`src/rtl/mobm_pkg.sv`:
```
// Package with the shared types and constants of the median-of-block-means estimator.
`default_nettype none

package mobm_pkg;

   localparam int COLOR_W  = 32;
   localparam int WEIGHT_W = 16;
   localparam int LUM_W    = 50;
   localparam int BCNT_W   = 5;
   localparam int ADDR_W   = 4;
   localparam int DATA_W   = 32;

   localparam logic [BCNT_W-1:0]   BLOCK_COUNT_RESET  = 5'd8;
   localparam logic [WEIGHT_W-1:0] WEIGHT_RED_RESET   = 16'd13933;
   localparam logic [WEIGHT_W-1:0] WEIGHT_GREEN_RESET = 16'd46871;
   localparam logic [WEIGHT_W-1:0] WEIGHT_BLUE_RESET  = 16'd4732;

   typedef enum logic [1:0] {
      REG_BLOCK_COUNT  = 2'd0,
      REG_WEIGHT_RED   = 2'd1,
      REG_WEIGHT_GREEN = 2'd2,
      REG_WEIGHT_BLUE  = 2'd3
   } reg_idx_type;

   typedef enum logic [2:0] {
      ST_ACC,
      ST_START,
      ST_DIV,
      ST_MUL,
      ST_LUM,
      ST_INS,
      ST_POP,
      ST_EMIT
   } state_type;

   typedef struct packed {
      logic [LUM_W-1:0]   lum;
      logic [COLOR_W-1:0] red;
      logic [COLOR_W-1:0] green;
      logic [COLOR_W-1:0] blue;
   } entry_type;

   typedef struct packed {
      logic insert;
      logic shift;
      logic clear;
   } cell_ctrl_type;

endpackage

`default_nettype wire

```
`src/rtl/mobm_div.sv`:
```
// Restoring divider that produces one quotient bit per cycle.
`default_nettype none

module mobm_div
   import mobm_pkg::*;
#(
   parameter int DVD_W = 48,
   parameter int DVS_W = 17
) (
   input  wire logic               clock,
   input  wire logic               reset,
   input  wire logic               start,
   input  wire logic [DVD_W-1:0]   dividend,
   input  wire logic [DVS_W-1:0]   divisor,
   output logic                    done,
   output logic [COLOR_W-1:0]      quotient
);

   localparam int CNT_W = $clog2(DVD_W);

   logic [DVD_W-1:0]   dvd_ff, dvd_in;
   logic [DVS_W-1:0]   dvs_ff, dvs_in;
   logic [DVS_W-1:0]   rem_ff, rem_in;
   logic [COLOR_W-1:0] quo_ff, quo_in;
   logic [CNT_W-1:0]   cnt_ff, cnt_in;
   logic               busy_ff, busy_in;
   logic               done_ff, done_in;
   logic [DVS_W:0]     trial;
   logic               qbit;

   always_comb begin
      trial   = {rem_ff, dvd_ff[DVD_W-1]};
      qbit    = (trial >= {1'b0, dvs_ff});
      dvd_in  = dvd_ff;
      dvs_in  = dvs_ff;
      rem_in  = rem_ff;
      quo_in  = quo_ff;
      cnt_in  = cnt_ff;
      busy_in = busy_ff;
      done_in = 1'b0;
      if (start) begin
         dvd_in  = dividend;
         dvs_in  = divisor;
         rem_in  = '0;
         quo_in  = '0;
         cnt_in  = CNT_W'(DVD_W - 1);
         busy_in = 1'b1;
      end else if (busy_ff) begin
         dvd_in = {dvd_ff[DVD_W-2:0], 1'b0};
         rem_in = qbit ? DVS_W'(trial - {1'b0, dvs_ff}) : DVS_W'(trial);
         quo_in = {quo_ff[COLOR_W-2:0], qbit};
         cnt_in = cnt_ff - 1'b1;
         if (cnt_ff == '0) begin
            busy_in = 1'b0;
            done_in = 1'b1;
         end
      end
   end

   always_ff @(posedge clock) begin
      dvd_ff <= dvd_in;
      dvs_ff <= dvs_in;
      rem_ff <= rem_in;
      quo_ff <= quo_in;
      cnt_ff <= cnt_in;
      if (reset) begin
         busy_ff <= 1'b0;
         done_ff <= 1'b0;
      end else begin
         busy_ff <= busy_in;
         done_ff <= done_in;
      end
   end

   assign done     = done_ff;
   assign quotient = quo_ff;

endmodule

`default_nettype wire

```
`config.mk`:
```
export PLATFORM = sky130hd
export DESIGN_NAME = mobm_div
export DESIGN_NICKNAME = d
export VERILOG_FILES = /design/src/rtl/mobm_pkg.sv /design/src/rtl/mobm_div.sv
export SDC_FILE = /design/constraint.sdc
export NUM_CORES = 1
export LEC_CHECK = 0
export BUFFER_PORTS_ARGS = -buffer_cell sky130_fd_sc_hd__buf_2
export CAP_MARGIN = 40
export CORE_AREA = 2 2 131 101
export CTS_BUF_LIST = sky130_fd_sc_hd__clkbuf_4 sky130_fd_sc_hd__clkbuf_8 sky130_fd_sc_hd__clkbuf_16
export CTS_CLUSTER_SIZE = 10
export DETAILED_ROUTE_END_ITERATION = 8
export DIE_AREA = 0 0 133 103
export PLACE_DENSITY = 0.72
export SYNTH_ARGS = -nofsm -noshare
export SYNTH_HDL_FRONTEND = slang
export SYNTH_SLANG_ARGS = --single-unit
```
`constraint.sdc`:
```
create_clock -name clock -period 2.7 [get_ports clock]
set_input_delay 0 -clock clock [delete_from_list [all_inputs] [get_ports clock]]
set_output_delay 0 -clock clock [all_outputs]
set_load 0.005 [all_outputs]
```
==> metrics.md <==
| Metric | Value |
|---|---|
| Status | `completed` |
| Hold Crit Class | `in2reg` |
| Final Worst Setup Slack | `25.2 ps` |
| Vias in the first global route | `4,394` |
| Synth-to-layout area growth | `37.1%` |
| Final-report hold violation count | `0` |
| Port Buffer Count | `100` |
| Final ANT Viol Nets | `0` |
| Clock Skew | `5.49 ps` |
| Unrepaired setup endpoints after global routing | `yes` |
| Multi-input gate area | `0.00258 mm^2` |
| Synth top area share | `33.4%` |
| GR Util All Layers | `19.7%` |
| Root buf cell | `clkbuf_16` |
| Crit path required time | `3020 ps` |
| Worst-path clk slew | `50 ps` |
| R2r setup slk | `30 ps` |
| Clk buf depth | `2` |
| Reg2Reg Capture Point | `rem_ff[7]` |
| 1st-iter DRT viols | `216` |
| Buf/Inv on CP | `2` |
| Synthesized area | `0.00584 mm^2` |
| Largest area contributor in the netlist | `edfxtp_1` |
| Worst VDD drop | `0.435 mV` |
| Post-synthesis cell type count | `59` |
| Crit path largest cell delay | `410 ps` |
| Arr. time, crit path | `2990 ps` |
| DR pass1 iterations | `4` |
| CP Class | `reg2reg` |
| Fin nets | `777` |
| Slew @ Worst Pin | `943 ps` |
| Overflow left after global routing | `0` |
| Avg WL per Cell | `15.1 um` |
| Initial antenna violation count | `0` |
| R2R depth | `11` |
| Width of the die | `133 um` |
| Vias after detailed routing | `4,526` |
| Non-Filler Instances | `873` |
| Prevailing post-synth register cell | `edfxtp_1` |
| Largest net degree at the start of global routing | `60` |
| WL final | `13,200 um` |
| F_max | `0.374 GHz` |
| Initial core utilization | `46.5%` |
| Slew Limit Fails | `0` |
| Fraction of layout instances using a drive strength above 1 | `33.0%` |
| Seq/Total Area, Yosys | `52.9%` |
| Max-Slew Margin vs Limit | `36.6%` |
| CP max stage cell | `edfxtp_1` |
| Row cnt | `36` |
| DP HPWL | `8510 um` |
| Register Area | `0.00309 mm^2` |
| Power density cells | `637 mW/mm^2` |
| Final Util | `63.7%` |
| Placed instance area | `0.00662 mm^2` |
| Ys Warns | `0` |
| Final worst-path cycle share | `99.1%` |
| Die height | `103 um` |
| Ranking of synthesized cells by area | `edfxtp_1 33%, dfxtp_1 20%, mux2_2 9.1%` |
| Gpl congestion | `0.919` |
| Async set-reset flop share out of synthesis | `0%` |
| Min Tclk post-route | `2670 ps` |
| I/O pin count | `101` |
| Worst-Skew Late Latency | `410 ps` |
| Average instance area after synthesis | `11.6 um^2` |
| Fillers | `980` |
| Syn Nets | `590` |
| Crit path max-delay family | `compound AO/OA/AOI/OAI gates` |
| Critical R2R Launch | `dvd_ff[47]` |
| Clock tree from TritonCTS | `yes` |
| #FFs+latches synth | `122` |
| # clock sinks | `122` |
| Final setup viols | `0` |
| Post-synth EDFFs | `65` |
| Worst path cell trace | `inv_1 -> ha_2 -> inv_2 -> fa_2 -> a21o_1 -> a221oi_4 -> o2111ai_4 -> a21oi_4 -> nor2_4 -> and3_4 -> nor4_2` |
| Placed Cells incl. Taps | `768` |
| CP endpoint kind | `register` |
| Max Cap Viol | `0` |
| Tot Pwr | `0.00510 W` |
| Placement Setup Slack | `-52.9 ps` |
| Hold Path Cell Cnt | `2` |
| P_leak | `3.42 nW` |
| Via density | `5.18` |
| Most frequent cells in the layout | `99 x buf_2, 67 x dlygate4sd3_1, 65 x edfxtp_1, 58 x nor2_1, 56 x dfxtp_1` |
| Commonest non-fill, non-tap cell in the layout | `buf_2` |
| Final instance area | `0.00801 mm^2` |
| Hold Crit Start | `divisor[3]` |
| Worst hold endpoint | `dvs_ff[3]` |
| Mapped Cells | `502` |
| Die ar. | `0.0137 mm^2` |
| First-pass GRT wire length | `20,900 um` |
| Critical path peak fanout | `12` |
| Critical path launch point type | `register` |
| Ant. Diodes | `0` |
| DRC violation count after routing | `0` |
| H-tree Lvls | `4` |
| Placeable Area | `0.0126 mm^2` |
| Num CTS Buffers | `17` |
==> Yosys cell counts (11+ instances only) <==
library cell  count
mux2i_1          39
nor2_1           58
clkbuf_1         17
edfxtp_1         65
mux2_2           47
dfxtp_1          57
o21ai_0          11
nor3_1           11
a21oi_1          17
ha_1             19
inv_1            27
nand2_1          17
xnor2_1          11
a211oi_1         11
==> cells by family (layout without fill, tap and decap cells) <==
family          count (synthesis)  count (layout)  share of synthesized area, %
buf+inv                        54             254                          3.90
simple gates                  122             122                          9.96
compound gates                 83              83                          10.8
xor+xnor                       15              15                          2.25
mux                            86              86                          15.7
flops                         122             122                          52.9
fa+ha+maj                      20              20                          4.41
==> through the flow <==
stage          hold WS, ps  TNS (ps)
2_1_floorplan         72.4         0
3_3_place_gp           176         0
3_5_place_dp           178      -189
4_1_cts                274         0
5_1_grt                291      -769
6_report               300         0
==> how the worst max path moves through the flow <==
stage / cells after the start / end / startpoint / slack [ps]
after floorplan: 11 / rem_ff[11] / dvd_ff[47] / 20
after global placement: 12 / rem_ff[16] / dvd_ff[47] / 20
after detailed placement: 11 / rem_ff[7] / dvd_ff[47] / -50
after CTS: 12 / rem_ff[0] / dvd_ff[47] / 20
after global routing: 11 / rem_ff[7] / dvd_ff[47] / -100
final: 11 / rem_ff[7] / dvd_ff[47] / 30
==> report_power, final <==
part	switching, W	internal (W)	leakage, nW
Combinational	0.000370	0.000389	2.02
Sequential	0.0000520	0.00210	1.11
Clock	0.000766	0.00143	0.291
==> metal layers <==
| metal | share of wire [%] | track usage, % |
|---|---|---|
| met1 | 45 | 24.8 |
| met2 | 47 | 32.2 |
| met3 | 5.5 | 5.06 |
| met4 | 2.1 | 9.35 |
| met5 | 0 | 0 |
==> what timing repair did <==
action	4_1_cts	5_1_grt
resized for setup	3	19
endpoints found under the hold margin	76	0
endpoints found under the setup margin	12	16
buffers inserted	4	2
pin swaps	8	5
hold buffers	67	0
==> cell type report <==
class,count,area share (%)
sequential,122,38.6
tap,171,2.67
clock inverter,7,0.797
inverter,27,1.27
multi-input combinational,326,32.2
clock buffer,25,6.52
timing repair buffer,195,17.9
==> sequential cells by signal, summed over array words and instances, names as in the netlist <==
name and cells:
dvs_ff 17, busy_ff 1, quotient 32, cnt_ff 6
rem_ff 17, dvd_ff 48, done 1
==> worst register-to-register path, delay by kind of cell (launching register included) <==
kind                     cells  cell delay [ps]
AO/OA/AOI/OAI                4              930
adder cells (fa/ha/maj)      2              520
buffers and inverters        2              130
flip-flops                   1              410
AND/OR/NAND/NOR              3              610
(Power assumes the default switching activity.)
