===== src/rtl/mobm_pkg.sv =====
// Package with the shared types and constants of the median-of-block-means estimator.
`default_nettype none

package mobm_pkg;

   localparam int COLOR_W  = 32;
   localparam int WEIGHT_W = 16;
   localparam int LUM_W    = 50;
   localparam int BCNT_W   = 5;
   localparam int ADDR_W   = 4;
   localparam int DATA_W   = 32;

   localparam logic [BCNT_W-1:0]   BLOCK_COUNT_RESET  = 5'd8;
   localparam logic [WEIGHT_W-1:0] WEIGHT_RED_RESET   = 16'd13933;
   localparam logic [WEIGHT_W-1:0] WEIGHT_GREEN_RESET = 16'd46871;
   localparam logic [WEIGHT_W-1:0] WEIGHT_BLUE_RESET  = 16'd4732;

   typedef enum logic [1:0] {
      REG_BLOCK_COUNT  = 2'd0,
      REG_WEIGHT_RED   = 2'd1,
      REG_WEIGHT_GREEN = 2'd2,
      REG_WEIGHT_BLUE  = 2'd3
   } reg_idx_type;

   typedef enum logic [2:0] {
      ST_ACC,
      ST_START,
      ST_DIV,
      ST_MUL,
      ST_LUM,
      ST_INS,
      ST_POP,
      ST_EMIT
   } state_type;

   typedef struct packed {
      logic [LUM_W-1:0]   lum;
      logic [COLOR_W-1:0] red;
      logic [COLOR_W-1:0] green;
      logic [COLOR_W-1:0] blue;
   } entry_type;

   typedef struct packed {
      logic insert;
      logic shift;
      logic clear;
   } cell_ctrl_type;

endpackage

`default_nettype wire


===== src/rtl/mobm_sort_cell.sv =====
// One cell of the insertion sorting chain, ordered by ascending luminance.
`default_nettype none

module mobm_sort_cell
   import mobm_pkg::*;
(
   input  wire logic          clock,
   input  wire logic          reset,
   input  wire cell_ctrl_type ctrl,
   input  wire entry_type     new_entry,
   input  wire logic          prev_ins,
   input  wire logic          prev_valid,
   input  wire entry_type     prev_entry,
   input  wire logic          next_valid,
   input  wire entry_type     next_entry,
   output logic               ins,
   output logic               valid,
   output entry_type          entry
);

   entry_type entry_ff, entry_in;
   logic      valid_ff, valid_in;

   always_comb begin
      ins      = !valid_ff || (new_entry.lum < entry_ff.lum);
      entry_in = entry_ff;
      valid_in = valid_ff;
      if (ctrl.clear) begin
         valid_in = 1'b0;
      end else if (ctrl.insert && ins) begin
         entry_in = prev_ins ? prev_entry : new_entry;
         valid_in = prev_ins ? prev_valid : 1'b1;
      end else if (ctrl.shift) begin
         entry_in = next_entry;
         valid_in = next_valid;
      end
   end

   always_ff @(posedge clock) begin
      entry_ff <= entry_in;
      if (reset) begin
         valid_ff <= 1'b0;
      end else begin
         valid_ff <= valid_in;
      end
   end

   assign valid = valid_ff;
   assign entry = entry_ff;

endmodule

`default_nettype wire


===== config.mk =====
export PLATFORM = sky130hd
export DESIGN_NAME = mobm_sort_cell
export DESIGN_NICKNAME = d
export VERILOG_FILES = /design/src/rtl/mobm_pkg.sv /design/src/rtl/mobm_sort_cell.sv
export SDC_FILE = /design/constraint.sdc
export NUM_CORES = 1
export LEC_CHECK = 0
export ABC_AREA = 1
export BUFFER_PORTS_ARGS = -buffer_cell sky130_fd_sc_hd__buf_4
export CAP_MARGIN = 10
export CORE_AREA = 2 2 231 233
export DETAILED_ROUTE_END_ITERATION = 8
export DIE_AREA = 0 0 233 235
export PLACE_DENSITY_LB_ADDON = 0.15
export SYNTH_ARGS = -nofsm -noshare
export SYNTH_HDL_FRONTEND = slang
export SYNTH_SLANG_ARGS = --single-unit

===== constraint.sdc =====
create_clock -name clock -period 15.9 [get_ports clock]
set_input_delay 0.795 -clock clock [delete_from_list [all_inputs] [get_ports clock]]
set_output_delay 0.795 -clock clock [all_outputs]
set_load 0.01 [all_outputs]

==> results.cfg, run 1 <==
[sta]
fin_crit_sh_pct = 25.8
hold_viol = 0
max_freq_mhz = 244
slew_violations = 0
skew_ps = 18.2
final.setup.tns_ps = 0
min_period_ps = 4100
grt_setup_unrepaired = false
slew_headroom_pct = 31.8
finalSetupViolCount = 0
worst-slew-pin-transition_ps = 1020

[critical_path]
cpMostUsedCell = nand2_1
cpPeakStageDelay_ps = 850
critical_path_class = reg -> reg
crit_path_start_kind = register
critPathSlowestCell = buf_4
r2r_slack_ps = 11800
crit_path_cell_trace = inv_1, ha_1, nand2_1, inv_1, nand2_1, nand2_1, nand2_1, nand2_1, nand2_1, nand3_1, nand2_1, nand3_2, nand2_4, nand2_8, inv_8, buf_4, o211ai_2, nand2_1
endpoint_kind = register
crit_arrival_ps = 4450
path_max_fanout = 93
cp.required_ps = 16250

[final_layout]
layout.cells.non_filler = 2292
area_growth_pct = 55.2
final_layout_size_suffix_gt1_share_pct = 57.9
n_fill_cell = 5594
mostFrequentLayoutCells = buf_4 (597), nand2_1 (359), or2_2 (146), edfxtp_1 (146), o211ai_2 (140)
nNetsFinal = 2084
final_common_cell = buf_4

[clocking]
insertion_delay_ps = 490
cts_resized = 0
path_clk_slew_ps = 70
ctsHoldBuffers = 0
cts_max_path_buffers = 2
cts_tree = yes
cts_setup_buffers = 0
cts_sinks = 147
root_buffer = clkbuf_16
htreeDepth = 4
cts_buffers = 17

[worst_hold_path]
hold_path_class = in -> reg

[die]
rows = 84
coreArea_um2 = 52200
initial_core_util_pct = 19.3
die_area_um2 = 54800
die_w_um = 233
ios = 594
die_height_um = 235

[place]
gp_congestion = 0.818
dpl.hpwl_um = 34000
dp_cells = 2258
portBuffers = 593

[yosys]
synth_edf_count = 146
syn_area_um2 = 10100
ys_seq_area_share_pct = 43.8
yosys.cell_types.count = 30
synth_cells = 1035
ys.flop_type = edfxtp_1
synth_nets = 1530
async_flop_share_pct = 0
ys.warnings.count = 0
synth.avg_cell_area_um2 = 9.72
synth-seq-cells = 147

[global_routing]
grt_max_degree = 147
antenna_found_initial = 6
grt_pass1_wl_um = 65200
grt_use_total_pct = 16.3
grt_pass1_vias = 10043
overflow = 0

[power_and_ir_drop]
internal-power_mw = 0.860
vdd_drop_max_mv = 0.0662
total_leakage_power_nw = 7.41
seq_power_share_pct = 39.1
p_per_area_nw_per_um2 = 78.3
swShare_pct = 29.7
pwr-share-comb_pct = 26.0
switching_power_mw = 0.363
p_clk_share_pct = 34.8

[run_status]
status = finished, final reports clean

[job]
cap_violations = 0

[drt]
num_vias = 9490
drt_iter0_markers = 389
viasPerCell = 4.14
drc = 0
avgRoutedWirePerCell_um = 19.7
drt_first_pass_iters = 6
drt-total-wl_um = 45300
ant_nets = 0
==> per-layer routing <==
metal | global-route usage, % | part of all wire (%) | vias up | wire [µm]
met3 | 7.12 | 10 | 44 | 4670
li1 | - | - | 4644 | -
met4 | 5.46 | 1.9 | 4 | 840
met5 | 0 | 0.062 | - | 28
met2 | 28.6 | 50 | 386 | 22800
met1 | 17.4 | 37 | 4412 | 16900
==> registers in the layout (all words and copies together), names as in the netlist <==
register and flops:
entry 146, valid 1
==> metrics by stage <==
step                      area (µm²)  hold WS, ps  power [mW]  util [%]  setup WS [ps]
final                          15600          552        1.22      29.9          11800
after global placement         15000          543       0.812      28.8          11020
after floorplan                10100          545       0.643         -           6170
after global routing           15600          549        1.29      29.9          11310
after CTS                      15600          504        1.25      29.9          11520
after detailed placement       15000          563       0.814      28.8          11050
==> power groups by stage <==
stage	registers [mW]	clock network [mW]	logic (mW)
floorplan	0.505	0	0.138
global placement	0.487	0	0.325
detailed placement	0.487	0	0.326
CTS	0.479	0.446	0.327
global route	0.482	0.454	0.354
finish	0.479	0.426	0.318
==> cell type report <==
cell class	instances	area, µm²	share of cell area, %
multi-input cells	757	4990	31.9
inverters	67	262	1.67
flip-flops and latches	147	4400	28.2
well taps	688	861	5.51
diodes	2	5.00	0.0320
clock inverters	15	156	1.00
clock buffers	17	425	2.72
repair buffers	599	4520	28.9
==> cells in the mapped netlist (10+ instances only) <==
master    count  area [µm²]
nand2_1     359        1350
edfxtp_1    146        4380
or2_2       146         913
o211ai_2    140        1750
inv_1        63         236
ha_1         49         613
clkbuf_1     23        86.3
a21oi_1      20         100
nor2_1       17        63.8
buf_2        12        60.1
buf_1        10        37.5
buf_8        10         150
==> path summary, 6_finish.rpt <==
path | to | startpoint | depth (start not counted)
worst max-delay path | entry[29] | entry[101] | 18
worst min-delay path | valid | reset | 3
worst max register to register | entry[29] | entry[101] | 18
worst min register to register | valid | valid | 2
==> cell families (layout without fill, tap and decap cells) <==
logic type / after synthesis / count (layout) / synth area share [%]
AOI/OAI and AO/OA: 173 / 173 / 19.3
adders and majority gates: 49 / 49 / 6.09
buffers and inverters: 131 / 698 / 6.86
DFF: 147 / 147 / 43.8
other: 0 / 2 / 0
and+or+nand+nor: 535 / 535 / 24.0
==> worst max-delay path: cells and delay by family, from the launching register on <==
kind            cells  cell delay, ps
simple gates       12            1250
flops               1             450
buf+inv             4            1740
compound gates      1             170
fa+ha+maj           1             230
No activity file was read; power rests on OpenSTA's default activity.
==> run 2: changes to the inputs <==
Clock period 15.9 ns to 4.15 ns, I/O delays scaled along.
==> results.cfg, run 2 (synthesis results as in run 1) <==
[run_status]
status = finished, final reports clean

[critical_path]
reg2reg_to = entry[84]
crit_path_start_kind = register
critical_path_class = reg -> reg
crit_arrival_ps = 3930
timing.rr.start = entry[109]
path_max_fanout = 63
cp.required_ps = 4500
worst-r2r-cell-count = 15
endpoint_kind = register
r2r_slack_ps = 570

[die]
initial_core_util_pct = 19.3
coreArea_um2 = 52200
ios = 594
rows = 84
die_height_um = 235
die_w_um = 233
die_area_um2 = 54800

[global_routing]
grt_pass1_wl_um = 68100
grt_max_degree = 96
grt_pass1_vias = 11408
antenna_found_initial = 2
overflow = 0
grt_use_total_pct = 16.9

[sta]
grt_setup_unrepaired = false
hold_viol = 0
min_period_ps = 3580
slew_violations = 0
slew_headroom_pct = 31.7
finalSetupViolCount = 0
skew_ps = 14.6
worst-slew-pin-transition_ps = 1030
fin_crit_sh_pct = 86.2
holdWs_ps = 61.0
setup_ws_ps = 572
final.setup.tns_ps = 0
max_freq_mhz = 279

[clocking]
cts_setup_buffers = 0
root_buffer = clkbuf_16
cts_tree = yes
htreeDepth = 4
path_clk_slew_ps = 70
cts_sinks = 147
insertion_delay_ps = 490
cts_buffers = 17
cts_max_path_buffers = 2

[worst_hold_path]
hold_path_depth = 3
holdPathEnd = entry[109]
hold_path_startpoint = new_entry[109]
hold_path_class = in -> reg

[place]
gp_congestion = 0.802
dp_cells = 2263
portBuffers = 593
pre_cts_slack_ps = 952
post_dp_cell_area_um2 = 15100
dpl.hpwl_um = 34400

[final_layout]
area_growth_pct = 83.5
layout.cells.non_filler = 2572
mostFrequentLayoutCells = buf_4 (598), nand2_1 (359), dlygate4sd3_1 (276)
fin_util_pct = 35.4
final_common_cell = buf_4
finalInstanceArea_um2 = 18500
nNetsFinal = 2365
final_layout_size_suffix_gt1_share_pct = 49.4
largest_reg_flops = 146

[drt]
drt_iter0_markers = 338
ant_nets = 0
drt-total-wl_um = 46700
avgRoutedWirePerCell_um = 18.2
num_vias = 10540
drt_first_pass_iters = 4
drc = 0
viasPerCell = 4.10

[job]
cap_violations = 0

[power_and_ir_drop]
p_per_area_nw_per_um2 = 271
total_leakage_power_nw = 8.63
vdd_drop_max_mv = 0.302
power_mw = 5.01
-- run 2: layout make-up --
type | instances | area [µm²]
Sequential cell | 147 | 4400
Timing Repair Buffer | 880 | 7370
Clock inverter | 15 | 158
Inverter | 67 | 262
Tap cell | 688 | 861
Fill cell | 5416 | 33800
Clock buffer | 17 | 425
Antenna cell | 1 | 2.50
Multi-Input combinational cell | 757 | 4990
-- run 2: timing repair --
action / CTS / global route
endpoints found under the hold margin: 147 / 0
gates resized for setup: 0 / 0
endpoints found under the setup margin: 0 / 0
hold buffers: 276 / 0
-- run 2: worst max-delay path by stage --
stage / startpoint / to / slack [ps] / cells past startpoint
floorplan: entry[133] / entry[0] / -270 / 14
global placement: entry[109] / entry[14] / 1000 / 16
detailed placement: entry[105] / entry[10] / 950 / 15
global route: entry[105] / entry[115] / 160 / 16
finish: entry[109] / entry[84] / 570 / 15
CTS: entry[109] / entry[84] / 410 / 15
-- run 2: layer usage --
| layer | up-vias | GRT usage, % | wire length, µm |
|---|---|---|---|
| met5 | - | 0 | 0 |
| met4 | 0 | 5.40 | 829 |
| met3 | 30 | 6.03 | 3900 |
| met2 | 376 | 31.1 | 24300 |
| met1 | 4930 | 17.6 | 17700 |
| li1 | 5204 | - | - |
-- run 2: worst max-delay path, cell delays in order, from the launching register on --
cell           delay (ps)
edfxtp_1              390
inv_1                  70
ha_1                  230
a21oi_1               180
nand2_1                70
a21oi_1               140
nand3_1               170
nand2_1               120
nand3_2                80
nand2_4               110
nand2_8               220
inv_8                 550
buf_4                 350
o211ai_2              100
nand2_1               100
dlygate4sd3_1         540
-- run 2: report_power, final --
part,total (mW),internal (mW),leakage (nW),switching [mW]
Sequential,1.83,1.79,1.42,0.0420
Clock,1.63,0.886,0.279,0.746
Combinational,1.55,0.877,6.93,0.673
Total,5.01,3.55,8.63,1.46
==> run 3: changes to the inputs <==
--- a/constraint.sdc
+++ b/constraint.sdc
@@ -3,2 +3,2 @@
 set_output_delay 0.2075 -clock clock [all_outputs]
-set_load 0.01 [all_outputs]
+set_load 0.02 [all_outputs]
==> results.cfg, run 3 (synthesis results as in run 1) <==
[final_layout]
largest_reg_flops = 146
mostFrequentLayoutCells = buf_4 (600), nand2_1 (359), dlygate4sd3_1 (279)
layout.cells.non_filler = 2580
area_growth_pct = 84.6
final_layout_size_suffix_gt1_share_pct = 49.4
nNetsFinal = 2370
final_common_cell = buf_4

[sta]
finalSetupViolCount = 0
fin_crit_sh_pct = 82.9
hold_viol = 0
slew_headroom_pct = 35.7
skew_ps = 13.8
min_period_ps = 3440
slew_violations = 0
holdWs_ps = 54.0
grt_setup_unrepaired = false
worst-slew-pin-transition_ps = 964
max_freq_mhz = 291

[die]
die_w_um = 233
initial_core_util_pct = 19.3
rows = 84
die_height_um = 235
ios = 594
coreArea_um2 = 52200
die_area_um2 = 54800

[clocking]
cts_max_path_buffers = 2
cts_sinks = 147
cts_tree = yes
cts_resized = 0
root_buffer = clkbuf_16
ctsHoldBuffers = 279
htreeDepth = 4
insertion_delay_ps = 490
path_clk_slew_ps = 70
cts_setup_buffers = 0
cts_buffers = 17

[critical_path]
r2r_slack_ps = 710
worst-r2r-cell-count = 16
critical_path_class = reg -> reg
path_max_fanout = 75
cp.required_ps = 4510
crit_path_start_kind = register
timing.rr.start = entry[113]
reg2reg_to = entry[78]
crit_arrival_ps = 3800
endpoint_kind = register

[drt]
avgRoutedWirePerCell_um = 18.2
drt-total-wl_um = 46900
drt_iter0_markers = 351
ant_nets = 0
viasPerCell = 4.12
num_vias = 10622
drt_first_pass_iters = 4
drc = 0

[run_status]
status = finished, final reports clean

[global_routing]
antenna_found_initial = 6
grt_pass1_vias = 11370
grt_max_degree = 76
grt_pass1_wl_um = 68700
grt_use_total_pct = 17.0
overflow = 0

[place]
portBuffers = 593
dpl.hpwl_um = 34800
dp_cells = 2265
gp_congestion = 0.800

[power_and_ir_drop]
vdd_drop_max_mv = 0.263
power_mw = 5.25
p_per_area_nw_per_um2 = 282
total_leakage_power_nw = 8.68

[worst_hold_path]
holdPathEnd = entry[109]
hold_path_startpoint = new_entry[109]
hold_path_class = in -> reg
hold_path_depth = 3

[job]
cap_violations = 0
-- run 3: cell count changes in the layout (fill, tap and decap cells not counted), moves of 2 or more --
cell	delta
buf_4	+2
clkinv_4	-2
bufinv_16	+3
clkinv_2	+2
dlygate4sd3_1	+3
diode_2	+3
inv_6	-2
-- run 3: worst max-delay path: stages, from the launching register on --
cell	delay, ps
edfxtp_1	360
inv_1	50
ha_1	280
nand2_1	80
nor2_1	180
nand2_1	90
nor2_1	100
o21ai_1	70
nand3_1	140
nand2_1	90
nand3_2	90
nand2_4	70
nand2_8	120
buf_4	700
nand2_1	120
nand2_1	110
dlygate4sd3_1	550
-- run 3: report_power, final --
part	leakage, nW	switching (mW)	internal, mW
Sequential	1.42	0.0436	1.79
Combinational	6.96	0.752	0.883
Clock	0.311	0.720	1.06
Total	8.68	1.52	3.73
-- run 3: worst max-delay path by stage --
stage	start	slack, ps	cells after the start	endpoint
after CTS	entry[113]	590	16	entry[78]
after floorplan	entry[133]	-380	14	entry[0]
after global placement	entry[113]	1120	15	entry[5]
after detailed placement	entry[113]	1090	15	entry[5]
after global routing	entry[113]	300	16	entry[81]
final	entry[113]	710	16	entry[78]
-- run 3: final cells by class --
cell class / instances / area [µm²]
timing repair buffer: 885 / 7410
sequential: 147 / 4400
fill: 5397 / 33700
tap: 688 / 861
clock inverter: 14 / 211
antenna: 4 / 10.0
clock buffer: 18 / 429
inverter: 67 / 262
multi-input combinational: 757 / 4990
-- run 3: routing by layer --
layer,global-route usage (%),vias to the layer above,part of all wire (%)
met4,6.29,6,2.5
li1,-,5213,-
met5,0,-,0.075
met2,30.9,385,52
met3,6.75,51,9.0
met1,17.3,4967,36
-- run 3: metrics by stage --
stage | utilization (%) | area [µm²] | worst slack, ps | setup TNS, ps
global placement | 29.0 | 15100 | 1120 | 0
CTS | 35.5 | 18600 | 592 | 0
detailed placement | 29.0 | 15100 | 1090 | 0
global route | 35.6 | 18600 | 304 | 0
floorplan | - | 10100 | -381 | -55640
finish | 35.6 | 18600 | 709 | 0
